[config.mk]
export PLATFORM = sky130hd
export DESIGN_NAME = rfp_ctrl
export DESIGN_NICKNAME = d
export VERILOG_FILES = /design/src/design/rfp_pkg.sv /design/src/design/rfp_ctrl.sv
export SDC_FILE = /design/constraint.sdc
export NUM_CORES = 1
export LEC_CHECK = 0
export ABC_AREA = 0
export BUFFER_PORTS_ARGS = -buffer_cell sky130_fd_sc_hd__clkbuf_2
export CAP_MARGIN = 20
export CORE_AREA = 3 3 40 42
export CTS_CLUSTER_SIZE = 10
export DETAILED_ROUTE_END_ITERATION = 12
export DIE_AREA = 0 0 43 45
export PLACE_DENSITY = 0.61
export SYNTH_ARGS = -nofsm -noshare
export SYNTH_HDL_FRONTEND = slang
export SYNTH_SLANG_ARGS = --single-unit
[constraint.sdc]
create_clock -name clk -period 2.13 [get_ports clk]
set_clock_uncertainty 0.2 [all_clocks]
set_input_delay 0.3195 -clock clk [delete_from_list [all_inputs] [get_ports clk]]
set_output_delay 0.3195 -clock clk [all_outputs]
set_load 0.02 [all_outputs]
[src/design/rfp_pkg.sv]
// ----------------------------------------------------------------------------
// rfp_pkg
// Shared types and constants for the rarest-first piece picker.
// ----------------------------------------------------------------------------
package rfp_pkg;

    localparam int MaxPieces = 1024;
    localparam int MaxPeers  = 16;
    localparam int PieceW    = 10;
    localparam int PeerW     = 4;
    localparam int CntW      = 11;
    // entry: avail[15:0], holders[20:16], status[22:21], retries[26:23]
    localparam int EntryW    = 27;

    localparam logic [3:0]  RetryLimitReset = 4'd8;
    localparam logic [31:0] StallTicksReset = 32'd30000;

    typedef enum logic [2:0] {
        K_BEGIN = 3'd0,
        K_AVAIL = 3'd1,
        K_REQ   = 3'd2,
        K_OK    = 3'd3,
        K_FAIL  = 3'd4,
        K_TICK  = 3'd5
    } kind_t;

    typedef enum logic [1:0] {
        ST_PENDING  = 2'd0,
        ST_INFLIGHT = 2'd1,
        ST_DONE     = 2'd2
    } pstat_t;

    typedef enum logic [1:0] {
        REG_PIECE_COUNT = 2'd0,
        REG_RETRY_LIMIT = 2'd1,
        REG_STALL_TICKS = 2'd2
    } reg_idx_t;

    typedef enum logic [3:0] {
        S_IDLE,
        S_CLEAR,
        S_RD,
        S_WAIT,
        S_UPD,
        S_SCAN_RD,
        S_SCAN,
        S_GRANT,
        S_OUT
    } state_t;

    // controller -> datapath
    typedef struct packed {
        logic load;       // latch input item
        logic do_begin;   // latch count, reset counters
        logic clr_start;
        logic clr_step;
        logic rd_item;    // read entry of item piece
        logic upd;        // apply avail/ok/fail update
        logic tick;
        logic scan_start;
        logic scan_step;
        logic grant_wr;
        logic out_load;
    } cmd_t;

    // datapath -> controller
    typedef struct packed {
        kind_t kind;
        logic  clr_last;
        logic  scan_last;
        logic  scan_empty;
        logic  out_busy;
    } stat_t;

endpackage

[src/design/rfp_ctrl.sv]
// ----------------------------------------------------------------------------
// rfp_ctrl
// Sequencer for item handling: clear sweep, read-modify-write, request scan.
// ----------------------------------------------------------------------------
module rfp_ctrl (
    input  logic           clk,
    input  logic           rst_n,
    input  logic           in_fire,
    output logic           in_ready,
    input  rfp_pkg::stat_t st,
    output rfp_pkg::cmd_t  cmd
);

    rfp_pkg::state_t state_reg, state_next;

    always_ff @(posedge clk or negedge rst_n)
    begin
        if (!rst_n)
        begin
            state_reg <= rfp_pkg::S_IDLE;
        end
        else
        begin
            state_reg <= state_next;
        end
    end

    always_comb
    begin
        state_next = state_reg;
        cmd = '0;
        in_ready = 1'b0;
        unique case (state_reg)
            rfp_pkg::S_IDLE:
            begin
                in_ready = 1'b1;
                if (in_fire)
                begin
                    cmd.load = 1'b1;
                    state_next = rfp_pkg::S_RD;
                end
            end
            rfp_pkg::S_RD:
            begin
                case (st.kind)
                    rfp_pkg::K_BEGIN:
                    begin
                        cmd.do_begin  = 1'b1;
                        cmd.clr_start = 1'b1;
                        state_next = rfp_pkg::S_CLEAR;
                    end
                    rfp_pkg::K_AVAIL, rfp_pkg::K_OK, rfp_pkg::K_FAIL:
                    begin
                        cmd.rd_item = 1'b1;
                        state_next = rfp_pkg::S_WAIT;
                    end
                    rfp_pkg::K_REQ:
                    begin
                        cmd.scan_start = 1'b1;
                        state_next = st.scan_empty ? rfp_pkg::S_GRANT
                                                   : rfp_pkg::S_SCAN_RD;
                    end
                    rfp_pkg::K_TICK:
                    begin
                        cmd.tick = 1'b1;
                        state_next = rfp_pkg::S_OUT;
                    end
                    default:
                    begin
                        state_next = rfp_pkg::S_OUT;
                    end
                endcase
            end
            rfp_pkg::S_CLEAR:
            begin
                cmd.clr_step = 1'b1;
                if (st.clr_last)
                begin
                    state_next = rfp_pkg::S_OUT;
                end
            end
            rfp_pkg::S_WAIT:
            begin
                state_next = rfp_pkg::S_UPD;
            end
            rfp_pkg::S_UPD:
            begin
                cmd.upd = 1'b1;
                state_next = rfp_pkg::S_OUT;
            end
            rfp_pkg::S_SCAN_RD:
            begin
                // first read in flight
                cmd.scan_step = 1'b1;
                state_next = rfp_pkg::S_SCAN;
            end
            rfp_pkg::S_SCAN:
            begin
                cmd.scan_step = 1'b1;
                if (st.scan_last)
                begin
                    state_next = rfp_pkg::S_GRANT;
                end
            end
            rfp_pkg::S_GRANT:
            begin
                cmd.grant_wr = 1'b1;
                state_next = rfp_pkg::S_OUT;
            end
            rfp_pkg::S_OUT:
            begin
                if (!st.out_busy)
                begin
                    cmd.out_load = 1'b1;
                    state_next = rfp_pkg::S_IDLE;
                end
            end
            default:
            begin
                state_next = rfp_pkg::S_IDLE;
            end
        endcase
    end

endmodule

==> summary.md <==
| Metric | Value |
|---|---|
| Avg WL per Cell | `11.69 um` |
| Dpl cell area | `555.5 um2` |
| FF+latch count, synth | `4` |
| H-tree depth | `1` |
| FFs w/ async S/R, synth | `100.0%` |
| Iter 0 DRT Violations | `8` |
| Chip Height | `45 um` |
| P_leak | `0.2871 nW` |
| Slowest stage cell on the critical path | `dfrtp_1` |
| Max-slew violations | `0` |
| Slew HR | `77.62%` |
| Multi-input logic area | `320.3 um2` |
| # DRC | `0` |
| Vias in the first global route | `443` |
| Worst reg-to-reg path cell count | `5` |
| Synth top area cells | `dfrtp_1 (22%), nor3_1 (7.8%), nor2b_1 (5.5%)` |
| Status | `finished, final reports clean` |
| Synth Net Count | `70` |
| Row Count | `13` |
| HPWL Detailed | `842.8 um` |
| Largest register FFs | `4` |
| Vias | `506` |
| Critical path arrival | `1.44 ns` |
| Total iterations of the first detailed-routing run | `4` |
| CTS tree | `done` |
| Slowest stage delay, CP | `0.53 ns` |
| Setup Fix Bufs, Post-CTS | `0` |
| Clk buf depth | `2` |
| Worst R2R End | `state_reg[0]` |
| Count of final hold-check violations | `0` |
| Yosys top cell area share | `22.16%` |
| Critical path launch point type | `flop` |
| Critical path type | `flop to output pin` |
| Period utilisation layout | `92.09%` |
| Clk root buf | `clkbuf_4` |
| Initial antenna violation count | `0` |
| Num CTS Buffers | `3` |
| VDD IR max | `0.0005288 V` |
| EDFF count, synth | `0` |
| Max-Cap Viols | `0` |
| First-pass GRT wire length | `1.856 mm` |
| Initial core utilization | `35.15%` |
| Reg2Reg Launch Point | `state_reg[1]` |
| Via density | `5.271` |
| Final nets | `93` |
| Min Tclk post-route | `1.961 ns` |
| I/O pins | `22` |
| Routed wire length | `1.122 mm` |
| Number of synthesis warnings | `0` |
| Fill cell count | `132` |
| Crit-path leading delay family | `flip-flops` |
| Die Wd | `43 um` |
| Power density over the cells | `1120 mW/mm2` |
| Largest net degree at the start of global routing | `18` |
| Mapped Area | `451.7 um2` |
| Hold_sp | `st[0]` |
| Syn avg cell area | `7.528 um2` |
| Hold crit path type | `input pin to flop` |
| Sequential Area | `101.3 um2` |
| CP Cell Sequence | `inv_1 > nor4b_1 > clkbuf_2` |
| # port buffers | `21` |
| Max Freq | `509.8 MHz` |
| Clk_lat worst skew | `0.23 ns` |
| # setup viols final | `0` |
| RSZ-0062 raised after global routing | `false` |
| Layout cell share with drive strength beyond 1 | `39.51%` |
| Core box area | `0.001285 mm2` |
| WP buf/inv | `2` |
| Total congestion overflow | `0` |
| Final Cell Area | `596.8 um2` |
| FF-to-FF setup slack | `0.46 ns` |
| Synth Instances | `60` |
| Die area | `0.001935 mm2` |
| # diodes | `0` |
| Crit Path Max Fanout | `10` |
| Hold Crit Endpoint | `state_reg[3]` |
| Yosys top cell by area | `dfrtp_1` |
| Routed Antenna Nets | `0` |
| Distinct cells, synth | `29` |
| Setup_tns | `0 ns` |
| Crit. End Element | `output pin` |
| Clock sinks | `4` |
| Area delta synth->final | `32.13%` |
| Top_reg_cell synth | `dfrtp_1` |
| Clock slew at reported path FFs | `0.04 ns` |
| Seq/Total Area, Yosys | `22.16%` |
| Routability congestion estimate | `0.7507` |
| Worst slew pin tran | `0.3356 ns` |
| Tot GR Track Use | `12.95%` |
| Critical Path RT | `1.61 ns` |
| Hold Path Cell Cnt | `3` |
worst max-delay path by stage:
stage,cells past startpoint,startpoint,end
4_1_cts,5,state_reg[0],cmd[8]
2_1_floorplan,6,state_reg[2],cmd[9]
6_report,3,state_reg[3],cmd[0]
5_1_grt,3,state_reg[3],cmd[0]
3_3_place_gp,5,state_reg[0],cmd[8]
3_5_place_dp,4,state_reg[1],cmd[4]
synthesized netlist by cell type (2+ instances only):
cell type,count
a21oi_1,3
and2_1,2
and3_1,2
buf_2,3
buf_4,2
dfrtp_1,4
nand2_1,5
nand2b_1,3
nor2_1,3
nor2b_1,4
nor3_1,7
nor4_1,2
o21ai_0,2
o21ai_1,3
worst reg2reg max path, delay by kind of cell, from the launching register on:
| kind | cells | cell delay [ns] |
|---|---|---|
| buf+inv | 1 | 0.18 |
| simple gates | 1 | 0.17 |
| compound gates | 2 | 0.43 |
| flops | 1 | 0.40 |
| mux | 1 | 0.21 |
where the power goes:
| group | leakage, nW | switching, mW | internal [mW] |
|---|---|---|---|
| combinational | 0.222 | 0.229 | 0.185 |
| clock | 0.0138 | 0.0296 | 0.0629 |
| sequential | 0.0509 | 0.0580 | 0.104 |
per-stage QoR:
| step | total power [mW] | setup slack [ns] | utilization [%] | hold WS [ns] | instances |
|---|---|---|---|---|---|
| after floorplan | 0.4812 | 0.1114 | - | -0.1761 | 60 |
| after global placement | 0.5667 | 0.3714 | 43.23 | -0.07167 | 92 |
| after detailed placement | 0.5670 | 0.3493 | 43.23 | -0.07096 | 92 |
| after CTS | 0.6669 | 0.08683 | 45.76 | 0.1697 | 96 |
| after global routing | 0.7375 | 0.01374 | 46.45 | 0.2033 | 96 |
| final | 0.6685 | 0.1686 | 46.45 | 0.1736 | 96 |
cells in the final DEF, fill, tap and decap left out, types with 2 or more instances in the layout:
| cell type | Yosys | routed |
|---|---|---|
| clkbuf_2 | 0 | 21 |
| nor3_1 | 7 | 6 |
| nand2_1 | 5 | 5 |
| nor2b_1 | 4 | 3 |
| nand2b_1 | 3 | 3 |
| a21oi_1 | 3 | 3 |
| nor2_1 | 3 | 3 |
| o21ai_1 | 3 | 3 |
| clkbuf_4 | 0 | 3 |
| dfrtp_1 | 4 | 3 |
| and3_1 | 2 | 2 |
| nor4_2 | 1 | 2 |
| and2_1 | 2 | 2 |
| o21ai_0 | 2 | 2 |
| buf_4 | 2 | 2 |
what timing repair did:
action	in CTS	in global routing
resized for setup	0	3
endpoints found under the hold margin	4	0
endpoints found under the setup margin	0	3
hold buffers	1	0
layout make-up:
class / count / area share [%]
multi-input cells: 49 / 53.67
flip-flops and latches: 4 / 16.98
well taps: 15 / 3.145
repair buffers: 24 / 21.80
inverters: 1 / 0.6289
clock buffers: 3 / 3.774
routing by layer:
| metal | global-route usage [%] | up-vias | part of all wire (%) |
|---|---|---|---|
| met3 | 3.984 | 2 | 10 |
| met2 | 20.96 | 24 | 47 |
| met5 | 0 | - | 0 |
| met4 | 7.229 | 0 | 0.71 |
| met1 | 15.33 | 218 | 42 |
| li1 | - | 262 | - |
kinds of logic after synthesis:
group / synth area share (%)
XOR/XNOR: 1.939
AO/OA/AOI/OAI: 16.34
multiplexers: 2.216
buffers and inverters: 9.969
flip-flops: 22.16
AND/OR/NAND/NOR: 47.37
Power figures use the tool's default switching activity.
